**src/cbpsu_pkg.sv**
```systemverilog
// cbpsu_pkg: shared types and codes for the prefixed bit/shift/rotate unit.
// Holds the beat structs, operation enums and register-select constants.
// No dependencies.
package cbpsu_pkg;

  // register file geometry
  localparam int unsigned NumRegs   = 7;
  localparam int unsigned RegIdxW   = 3;
  localparam logic [2:0]  SelMem    = 3'd6;   // operand select for the memory byte
  localparam logic [2:0]  SelA      = 3'd7;   // operand select for A
  localparam logic [2:0]  RegFlags  = 3'd6;   // reg_index for the flags register
  localparam logic [2:0]  SlotA     = 3'd6;   // storage slot of A
  localparam logic [7:0]  FlagsMask = 8'hF0;  // flags live in bits 7:4 on load/read

  // item operation
  typedef enum logic [1:0] {
    OP_EXEC = 2'd0,
    OP_LOAD = 2'd1,
    OP_READ = 2'd2,
    OP_NONE = 2'd3
  } op_e;

  // opcode bits 7:6
  typedef enum logic [1:0] {
    CLS_SHIFT = 2'd0,
    CLS_BIT   = 2'd1,
    CLS_RES   = 2'd2,
    CLS_SET   = 2'd3
  } cls_e;

  // opcode bits 5:3 when the class is shift
  typedef enum logic [2:0] {
    SH_RLC  = 3'd0,
    SH_RRC  = 3'd1,
    SH_RL   = 3'd2,
    SH_RR   = 3'd3,
    SH_SLA  = 3'd4,
    SH_SRA  = 3'd5,
    SH_SWAP = 3'd6,
    SH_SRL  = 3'd7
  } shift_e;

  // input beat
  typedef struct packed {
    op_e        op;
    logic [7:0] opcode;
    logic [7:0] mem_byte;
    logic [2:0] reg_index;
    logic [7:0] load_value;
  } in_t;

  // result beat
  typedef struct packed {
    logic [7:0] value;
    logic [3:0] flags_now;
    logic       mem_write;
  } out_t;

  // state update from the execute logic
  typedef struct packed {
    logic               rf_we;
    logic [RegIdxW-1:0] rf_waddr;
    logic [7:0]         rf_wdata;
    logic [3:0]         flags;
  } upd_t;

  // operand select or register index (not flags/memory) to storage slot
  function automatic logic [RegIdxW-1:0] slot_of(input logic [2:0] sel);
    slot_of = (sel == SelA) ? SlotA : sel;
  endfunction

endpackage

```
**src/cbpsu_exec.sv**
```systemverilog
// cbpsu_exec: combinational execute logic for one item.
// Computes the result beat and the register/flag update from the operand read.
// Depends on cbpsu_pkg.
module cbpsu_exec import cbpsu_pkg::*; (
  input  in_t                item_i,
  input  logic [7:0]         rf_rdata_i,
  input  logic [3:0]         flags_i,
  output logic [RegIdxW-1:0] rf_raddr_o,
  output out_t               result_o,
  output upd_t               upd_o
);

  logic [2:0] sel;
  logic [2:0] y;
  cls_e       cls;
  logic [7:0] src;
  logic [7:0] sh_res;
  logic       sh_c;
  logic [7:0] bit_mask;

  assign sel      = item_i.opcode[2:0];
  assign y        = item_i.opcode[5:3];
  assign cls      = cls_e'(item_i.opcode[7:6]);
  assign bit_mask = 8'(1) << y;

  // single read port: operand on execute, reg_index otherwise
  assign rf_raddr_o = (item_i.op == OP_EXEC) ? slot_of(sel) : slot_of(item_i.reg_index);
  assign src        = (sel == SelMem) ? item_i.mem_byte : rf_rdata_i;

  // shift and rotate kinds
  always_comb begin
    unique case (shift_e'(y))
      SH_RLC:  begin sh_c = src[7]; sh_res = {src[6:0], src[7]}; end
      SH_RRC:  begin sh_c = src[0]; sh_res = {src[0], src[7:1]}; end
      SH_RL:   begin sh_c = src[7]; sh_res = {src[6:0], flags_i[0]}; end
      SH_RR:   begin sh_c = src[0]; sh_res = {flags_i[0], src[7:1]}; end
      SH_SLA:  begin sh_c = src[7]; sh_res = {src[6:0], 1'b0}; end
      SH_SRA:  begin sh_c = src[0]; sh_res = {src[7], src[7:1]}; end
      SH_SWAP: begin sh_c = 1'b0;   sh_res = {src[3:0], src[7:4]}; end
      SH_SRL:  begin sh_c = src[0]; sh_res = {1'b0, src[7:1]}; end
      default: begin sh_c = 1'b0;   sh_res = '0; end
    endcase
  end

  // item dispatch
  always_comb begin
    result_o       = '0;
    upd_o          = '0;
    upd_o.flags    = flags_i;
    upd_o.rf_waddr = rf_raddr_o;
    unique case (item_i.op)
      OP_EXEC: begin
        unique case (cls)
          CLS_SHIFT: begin
            result_o.value = sh_res;
            upd_o.flags    = {(sh_res == 8'h00), 1'b0, 1'b0, sh_c};
          end
          CLS_BIT: begin
            result_o.value = src;
            upd_o.flags    = {~src[y], 1'b0, 1'b1, flags_i[0]};
          end
          CLS_RES: result_o.value = src & ~bit_mask;
          CLS_SET: result_o.value = src | bit_mask;
          default: result_o.value = '0;
        endcase
        // modified operand goes back to memory or the register file
        if (cls != CLS_BIT) begin
          if (sel == SelMem) begin
            result_o.mem_write = 1'b1;
          end else begin
            upd_o.rf_we = 1'b1;
          end
        end
        upd_o.rf_wdata = result_o.value;
      end
      OP_LOAD: begin
        if (item_i.reg_index == RegFlags) begin
          upd_o.flags    = item_i.load_value[7:4];
          result_o.value = item_i.load_value & FlagsMask;
        end else begin
          upd_o.rf_we    = 1'b1;
          upd_o.rf_wdata = item_i.load_value;
          result_o.value = item_i.load_value;
        end
      end
      OP_READ: begin
        if (item_i.reg_index == RegFlags) begin
          result_o.value = {flags_i, 4'b0000};
        end else begin
          result_o.value = rf_rdata_i;
        end
      end
      default: result_o.value = '0;
    endcase
    result_o.flags_now = upd_o.flags;
  end

endmodule

```
**src/cb_prefix_bit_shift_unit_core.sv**
```systemverilog
// cb_prefix_bit_shift_unit_core: an input beat goes through the input register, then
// execute into the result register; throughput one beat per cycle unless the receiver
// stalls, set by the single execute stage that reads and writes the register file.
// Reset clears registers B..A, the flags and both valid bits.
// Depends on cbpsu_pkg and cbpsu_exec.
module cb_prefix_bit_shift_unit_core import cbpsu_pkg::*; (
  input  logic clk_i,
  input  logic rst_ni,
  input  logic in_valid_i,
  output logic in_ready_o,
  input  in_t  in_data_i,
  output logic out_valid_o,
  input  logic out_ready_i,
  output out_t out_data_o
);

  logic               in_valid_q;
  in_t                in_data_q;
  logic               out_valid_q;
  out_t               out_data_q;
  logic [7:0]         rf_q [NumRegs];
  logic [3:0]         flags_q;
  logic               advance;
  logic [RegIdxW-1:0] rf_raddr;
  out_t               result;
  upd_t               upd;

  // stage moves when the result register is free or being drained
  assign advance    = in_valid_q && (!out_valid_q || out_ready_i);
  assign in_ready_o = !in_valid_q || advance;

  // input register
  always_ff @(posedge clk_i or negedge rst_ni) begin
    if (!rst_ni) begin
      in_valid_q <= 1'b0;
    end else if (in_ready_o) begin
      in_valid_q <= in_valid_i;
    end
  end

  always_ff @(posedge clk_i) begin
    if (in_ready_o && in_valid_i) begin
      in_data_q <= in_data_i;
    end
  end

  cbpsu_exec u_exec (
    .item_i     (in_data_q),
    .rf_rdata_i (rf_q[rf_raddr]),
    .flags_i    (flags_q),
    .rf_raddr_o (rf_raddr),
    .result_o   (result),
    .upd_o      (upd)
  );

  // register file and flags
  always_ff @(posedge clk_i or negedge rst_ni) begin
    if (!rst_ni) begin
      for (int i = 0; i < NumRegs; i++) begin
        rf_q[i] <= '0;
      end
      flags_q <= '0;
    end else if (advance) begin
      flags_q <= upd.flags;
      if (upd.rf_we) begin
        rf_q[upd.rf_waddr] <= upd.rf_wdata;
      end
    end
  end

  // result register
  always_ff @(posedge clk_i or negedge rst_ni) begin
    if (!rst_ni) begin
      out_valid_q <= 1'b0;
    end else if (advance) begin
      out_valid_q <= 1'b1;
    end else if (out_ready_i) begin
      out_valid_q <= 1'b0;
    end
  end

  always_ff @(posedge clk_i) begin
    if (advance) begin
      out_data_q <= result;
    end
  end

  assign out_valid_o = out_valid_q;
  assign out_data_o  = out_data_q;

endmodule

```
**config.mk**
```make
export PLATFORM = sky130hd
export DESIGN_NAME = cb_prefix_bit_shift_unit_core
export DESIGN_NICKNAME = d
export VERILOG_FILES = /design/src/cbpsu_pkg.sv /design/src/cbpsu_exec.sv /design/src/cb_prefix_bit_shift_unit_core.sv
export SDC_FILE = /design/constraint.sdc
export NUM_CORES = 1
export LEC_CHECK = 0
export ABC_AREA = 1
export BUFFER_PORTS_ARGS = -buffer_cell sky130_fd_sc_hd__clkbuf_2
export CAP_MARGIN = 20
export CORE_ASPECT_RATIO = 0.8
export CORE_UTILIZATION = 50
export DETAILED_ROUTE_END_ITERATION = 10
export PLACE_DENSITY = 0.75
export SLEW_MARGIN = 25
export SYNTH_ARGS = -nofsm -noshare
export SYNTH_HDL_FRONTEND = slang
export SYNTH_SLANG_ARGS = --single-unit
export TNS_END_PERCENT = 100
```
**constraint.sdc**
```tcl
create_clock -name clk_i -period 3.4 [get_ports clk_i]
set_input_delay 0.68 -clock clk_i [delete_from_list [all_inputs] [get_ports clk_i]]
set_output_delay 0.68 -clock clk_i [all_outputs]
set_load 0.1 [all_outputs]
```
# After elaboration in Yosys (flattened, before gate mapping)
# Cells that the tools add are included.
dict set report totals {
  out_inout_bits 15
  reg_bits 104
  input_bits 33
  elab_cells 89
}
dict set report op_classes {
  n_shift 1
  n_lt_le_gt_ge 3
  eq_ne 17
  reduce_logical 16
  n_bitwise 5
  muxes 29
}
# cell count
set op_table {}
lappend op_table {{$pmux W8 S8} 1}
lappend op_table {{$bwmux W56} 1}
lappend op_table {{$mux W8} 6}
lappend op_table {{$pmux W8 S4} 1}
lappend op_table {{$bmux W8 S3} 1}
lappend op_table {{$demux W8 S3} 1}
lappend op_table {{$eq A3 B3 Y1 const B} 8}
lappend op_table {{$pmux W12 S2} 1}
lappend op_table {{$pmux W8 S3} 1}
lappend op_table {{$mux W3} 3}
lappend op_table {{$and A8 B8 Y8} 1}
lappend op_table {{$logic_not A8 Y1} 1}
lappend op_table {{$mux W4} 2}
lappend op_table {{$not A8 Y8} 1}
lappend op_table {{$or A8 B8 Y8} 1}
lappend op_table {{$pmux W4 S2} 1}
lappend op_table {{$shl A1 B3 Y8 const A} 1}
lappend op_table {{$mux W1} 7}
lappend op_table {{$eq A2 B2 Y1 const B} 3}
lappend op_table {{$eq A3 B2 Y1 const B} 2}
lappend op_table {{$eq A2 B1 Y1 const B} 2}
lappend op_table {{$ge A4 B4 Y1 const B} 1}
lappend op_table {{$logic_not A2 Y1} 2}
lappend op_table {{$lt A3 B4 Y1 const B} 1}
lappend op_table {{16 further kinds} 21}

# Depth between registers and ports, before layout
dict set report logic_depth {
  depth_word 14
  mapped_depth 24
  depth_no_buf 22
}

# By module
# Synthesis repeated with hierarchy kept, for this count alone.
dict set report unflattened {
  hier_cells 763
  area_unflattened_um2 5846.9
}
# mod area_per_inst_um2 cells_per_inst n_inst
set modules_own_cells {}
lappend modules_own_cells {cb_prefix_bit_shift_unit_core 4647.0 505 1}
lappend modules_own_cells {cbpsu_exec 1199.9 258 1}

# Worst setup path after synthesis
# OpenSTA, ideal clock, no wires.
dict set report synth_timing {
  path_kind {register to register}
  from {reg out_valid_q, in the netlist out_valid_o}
  to {reg in_data_q[0] (netlist bit), enable pin}
  setup_time_ns 0.385
  path_stages_with_launch 4
  arrival_time_ns 2.634
  setup_slack_ns 0.382
  synth_period_minus_slack_ns 3.018
  cell_sequence {dfrtp_1 -> nand3_1 -> nand2_1 -> inv_1}
}
dict set report synth_via {
  elab_chain_len 5
}
# item line_no
set synth_rtl {}
lappend synth_rtl {{from (decl)} cb_prefix_bit_shift_unit_core.sv:19} ;# logic out_valid_q;
lappend synth_rtl {{from (signal assigned)} cb_prefix_bit_shift_unit_core.sv:74} ;# out_valid_q <= 1'b0;
lappend synth_rtl {{from (signal assigned)} cb_prefix_bit_shift_unit_core.sv:76} ;# out_valid_q <= 1'b1;
lappend synth_rtl {{from (signal assigned)} cb_prefix_bit_shift_unit_core.sv:78} ;# out_valid_q <= 1'b0;
lappend synth_rtl {{$logic_not A1 Y1} cb_prefix_bit_shift_unit_core.sv:29} ;# assign advance = in_valid_q && (!out_valid_q || out_ready_i);
lappend synth_rtl {{$logic_or A1 B1 Y1} cb_prefix_bit_shift_unit_core.sv:29}
lappend synth_rtl {{$logic_and A1 B1 Y1} cb_prefix_bit_shift_unit_core.sv:29}
lappend synth_rtl {{$logic_or A1 B1 Y1} cb_prefix_bit_shift_unit_core.sv:30} ;# assign in_ready_o = !in_valid_q || advance;
lappend synth_rtl {{named net in_ready_o} cb_prefix_bit_shift_unit_core.sv:10} ;# output logic in_ready_o,
lappend synth_rtl {{$logic_and A1 B1 Y1} cb_prefix_bit_shift_unit_core.sv:42} ;# if (in_ready_o && in_valid_i) begin
lappend synth_rtl {{to (signal assigned)} cb_prefix_bit_shift_unit_core.sv:43} ;# in_data_q <= in_data_i;
lappend synth_rtl {{to (decl)} cb_prefix_bit_shift_unit_core.sv:18} ;# in_t in_data_q;
# The timed path passes the listed nets, and every way through them passes these cells.
# A chain may end at the register's enable or synchronous reset.

# Final worst setup path
dict set report layout_timing {
  from {reg in_data_q[28] (netlist bit)}
  to {reg out_data_q (netlist bit out_data_o[8]) (data pin)}
}
dict set report layout_via {
  elab_chain_len 10
  word_cells_on_any_way 15
  classes_between {2 x eq/ne; 9 x mux; 3 x bitwise; 1 x reduce/logical}
}
# item line_no
set layout_rtl {}
lappend layout_rtl {{$logic_not A2 Y1} {cbpsu_exec.sv:27, cbpsu_exec.sv:51}}
lappend layout_rtl {{$mux W3} cbpsu_exec.sv:27} ;# assign rf_raddr_o = (item_i.op == OP_EXEC) ? slot_of(sel) : slot_of(item_i.reg_index);
lappend layout_rtl {{$not A3 Y4 (not written as such)} cb_prefix_bit_shift_unit_core.sv:49} ;# .rf_rdata_i (rf_q[rf_raddr]),
lappend layout_rtl {{$bmux W8 S3} cb_prefix_bit_shift_unit_core.sv:49}
lappend layout_rtl {{$mux W8 (not written as such) (2 in a row)} cb_prefix_bit_shift_unit_core.sv:49}
lappend layout_rtl {{$mux W8} cbpsu_exec.sv:28} ;# assign src = (sel == SelMem) ? item_i.mem_byte : rf_rdata_i;
lappend layout_rtl {{$pmux W8 S8, or another cell as far along} cbpsu_exec.sv:32} ;# unique case (shift_e'(y))
lappend layout_rtl {{$pmux W8 S4} cbpsu_exec.sv:53} ;# unique case (cls)
lappend layout_rtl {{$pmux W8 S3 *} cbpsu_exec.sv:51} ;# unique case (item_i.op)
lappend layout_rtl {{to (signal assigned)} cb_prefix_bit_shift_unit_core.sv:84} ;# out_data_q <= result;
lappend layout_rtl {{to (decl)} cb_prefix_bit_shift_unit_core.sv:20} ;# out_t out_data_q;
# Mark *: on every way between the ends. The rest lies on a longest branch, timed or not. The select of a mux whose other input is x is not followed.

==> flow_summary.yaml <==
status:
  run_status: "finished, final reports clean"
floorplan:
  design.portCount: 48
  die_area_sq_um: 11810
  dieWidth_um: 121.2
  die_height_um: 97.40
  floorplan.initialDensity: 0.5182
  core_area_sq_um: 10980
  row_count: 34
yosys:
  ys.flop_type: "sky130_fd_sc_hd__dfrtp_1"
  yosys.cell_count.top_type: "sky130_fd_sc_hd__nand2_1"
  yosys.area.top_type_share: 0.2728
  synth.yosys.seq_area_share: 0.4945
  asyncSetResetFlopFracSynth: 0.5962
  yosys.cell_types.count: 42
  synth_fp_nets: 743
  syn_area_sq_um: 5688
  top_cells_by_area_in_the_synthesized_netlist: "sky130_fd_sc_hd__dfrtp_1 (27%), sky130_fd_sc_hd__edfxtp_1 (22%), sky130_fd_sc_hd__nand2_1 (15%)"
  synth-seq-cells: 104
  synth_edf_count: 42
  synth_top_area_cell: "sky130_fd_sc_hd__dfrtp_1"
  synth_cells: 710
  synthTopCellsByCount: "sky130_fd_sc_hd__nand2_1 (232), sky130_fd_sc_hd__inv_1 (79), sky130_fd_sc_hd__dfrtp_1 (62), sky130_fd_sc_hd__o21ai_0 (50), sky130_fd_sc_hd__nand3_1 (49)"
  syn-mean-instance-area_sq_um: 8.011
  synth.yosys.warnings: 0
global_route:
  number_of_global_route_vias_before_repair: 4760
  grt_antenna_before_repair: 1
  grt_first_pass_wirelength_um: 25400
  grt.overflow.total: 0
  grt_start_max_net_pins: 63
  global_route.usage.total: 0.2852
timing:
  hold_viol: 0
  setup_violations: 0
  timing.clock.skew_ps: 7.804
  holdWs_ps: 473.9
  worst_pin_slew_ps: 786.0
  grt_setup_unrepaired: "no"
  fin_crit_ps: 2928
  timing.final.crit_share: 0.8612
  relSlewSlack: 0.4760
  final_tns_setup_ps: 0
  drv_slew: 0
  max_clock_freq_ghz: 0.3415
placement:
  globalplace.congestion: 0.9595
  place_inst: 891
  placement.io_buffers: 47
  detailedPlacementHpwl_um: 11660
route:
  via_count: 5038
  overall_routed_net_length_um: 15580
  antenna_violating_nets_remaining: 0
  post_drt_wl_per_cell_um: 17.17
  drc: 0
  detail_route.vias_per_cell: 5.555
  drtPass1Iterations: 5
  initialDrtViolationCount: 549
setup_path:
  critical_path_peak_fanout: 20
  timing.critical_path.cells: "buf_4 -> nor2_4 -> nand2_1 -> nand2_4 -> inv_4 -> nand2_1 -> nand2_1 -> nand2_1 -> nand2_1 -> nand2_1 -> nand2_1 -> o211ai_2 -> nor2_2 -> o31ai_4 -> or2_1"
  crit_path_top_delay_cell: "sky130_fd_sc_hd__edfxtp_1"
  start_kind: "register"
  critical_path.n_buffers_inverters: 2
  crit_path_frequent_cell: "sky130_fd_sc_hd__nand2_1"
  critical_path.endpoint_type: "register"
  arrival_ps: 3160
  timing.critical_path.max_delay_family: "simple AND/OR/NAND/NOR gates"
  cp_data_required_time_ps: 3630
  critPathKind: "reg2reg"
  worst_path_largest_cell_delay_ps: 430
power:
  switching_share: 0.3904
  p_leak_nw: 3.034
  max-vdd-ir-drop_mv: 0.3511
  clkPwrFrac: 0.223
  combinationalPowerShare: 0.353
  cell_internal_pwr_w: 0.002737
  p_per_area_nw_per_um2: 710.2
  net-switching-power_w: 0.001752
  power.share.sequential: 0.424
cells_and_area:
  final_core_util: 0.5759
  post_route_cells_drive_above_1_share: 0.1547
  area_growth_pct: 11.13
  final-instance-count-excl-fill: 907
  fin_nets: 791
  insertedDiodeCount: 0
clocking:
  clock_tree_from_tritoncts: "done"
  path_clk_slew_ps: 70
  htree_levels: 3
  clkSinkCount: 104
  hold_buffers: 0
  clockBufferDepth: 2
  cells_resized_by_post_cts_repair: 0
  clockRootBuffer: "sky130_fd_sc_hd__clkbuf_16"
  number_of_buffers_added_for_setup_after_cts: 0
  numCtsBuffers: 9
  clkLatencyLatePin_ps: 350
flow_run:
  max_cap_viol_count: 0
min_path:
  worst_hold_path_type: "in2async"
-- worst paths after layout --
check	from	to	slack [ps]	cells past startpoint
max reg2reg	in_data_q[28]	out_data_o[8]	470	15
min reg2reg	rf_q[2]	rf_q[2]	490	2
min in group clk_i	rf_q[2]	rf_q[2]	490	2
min	rst_ni	rf_q[33]	470	2
max in group asynchronous	rst_ni	rf_q[12]	2390	2
max	in_data_q[28]	out_data_o[8]	470	15
-- cells in the final DEF (no fill, tap or decap), types with 5 or more instances in the layout --
| master | count |
|---|---|
| sky130_fd_sc_hd__a21oi_1 | 10 |
| sky130_fd_sc_hd__a31oi_1 | 14 |
| sky130_fd_sc_hd__buf_4 | 14 |
| sky130_fd_sc_hd__clkbuf_16 | 10 |
| sky130_fd_sc_hd__clkbuf_2 | 47 |
| sky130_fd_sc_hd__dfrtp_1 | 62 |
| sky130_fd_sc_hd__edfxtp_1 | 42 |
| sky130_fd_sc_hd__inv_1 | 79 |
| sky130_fd_sc_hd__nand2_1 | 232 |
| sky130_fd_sc_hd__nand2_2 | 9 |
| sky130_fd_sc_hd__nand2_4 | 5 |
| sky130_fd_sc_hd__nand3_1 | 49 |
| sky130_fd_sc_hd__nand3_2 | 5 |
| sky130_fd_sc_hd__nand3b_1 | 8 |
| sky130_fd_sc_hd__nor2_1 | 47 |
| sky130_fd_sc_hd__nor2_2 | 6 |
| sky130_fd_sc_hd__o211ai_1 | 5 |
| sky130_fd_sc_hd__o21ai_0 | 50 |
| sky130_fd_sc_hd__o21ai_1 | 22 |
-- stage by stage --
stage / total power [W] / setup slack, ps / cell area [sq um]
after detailed placement: 0.003484 / 507.2 / 6036
after CTS: 0.004496 / 486.7 / 6321
after global placement: 0.003466 / 541.0 / 6036
after global routing: 0.004788 / 166.9 / 6321
final: 0.004489 / 471.8 / 6321
after floorplan: 0.003078 / 381.6 / 5688
-- cell families (layout without fill, tap and decap cells) --
| kind of cell | after synthesis | count (layout) | synth area share |
|---|---|---|---|
| buf+inv | 108 | 161 | 0.08667 |
| compound gates | 117 | 117 | 0.1197 |
| simple gates | 381 | 381 | 0.2992 |
| flops | 104 | 104 | 0.4945 |
-- metal layers --
layer	GRT usage	vias to the layer above	wire length, um
met2	0.3974	227	6426
li1	-	2412	-
met1	0.4417	2370	7476
met4	0.07787	2	236
met3	0.06221	27	1422
met5	0	-	13
-- worst register-to-register path: cells and delay by family (launching register included) --
kind / cells / cell delay [ps]
AND/OR/NAND/NOR: 11 / 1380
AO/OA/AOI/OAI: 2 / 630
buffers and inverters: 2 / 350
flip-flops: 1 / 430
-- sequential cells by signal, indices dropped and copies added, names as in the netlist --
name and count:
in_data_q 29, out_data_o 13, flags_q 4, rf_q 56, out_valid_o 1, in_valid_q 1
-- cell type report --
class / count / area (sq um)
fill: 1007 / 4654
sequential: 104 / 2813
multi-input combinational: 498 / 2382
timing repair buffer: 61 / 340.3
inverter: 84 / 320.3
clock buffer: 11 / 254.0
tap: 144 / 180.2
clock inverter: 5 / 31.28
-- power groups by stage --
| stage | logic [W] | registers, W | clock network (W) |
|---|---|---|---|
| 4_1_cts | 0.00157 | 0.00190 | 0.00102 |
| 5_1_grt | 0.00177 | 0.00195 | 0.00107 |
| 6_report | 0.00158 | 0.00190 | 0.00100 |
| 3_5_place_dp | 0.00156 | 0.00193 | 0 |
| 3_3_place_gp | 0.00155 | 0.00191 | 0 |
| 2_1_floorplan | 0.000988 | 0.00209 | 0 |
No activity file was read; power rests on OpenSTA's default activity.
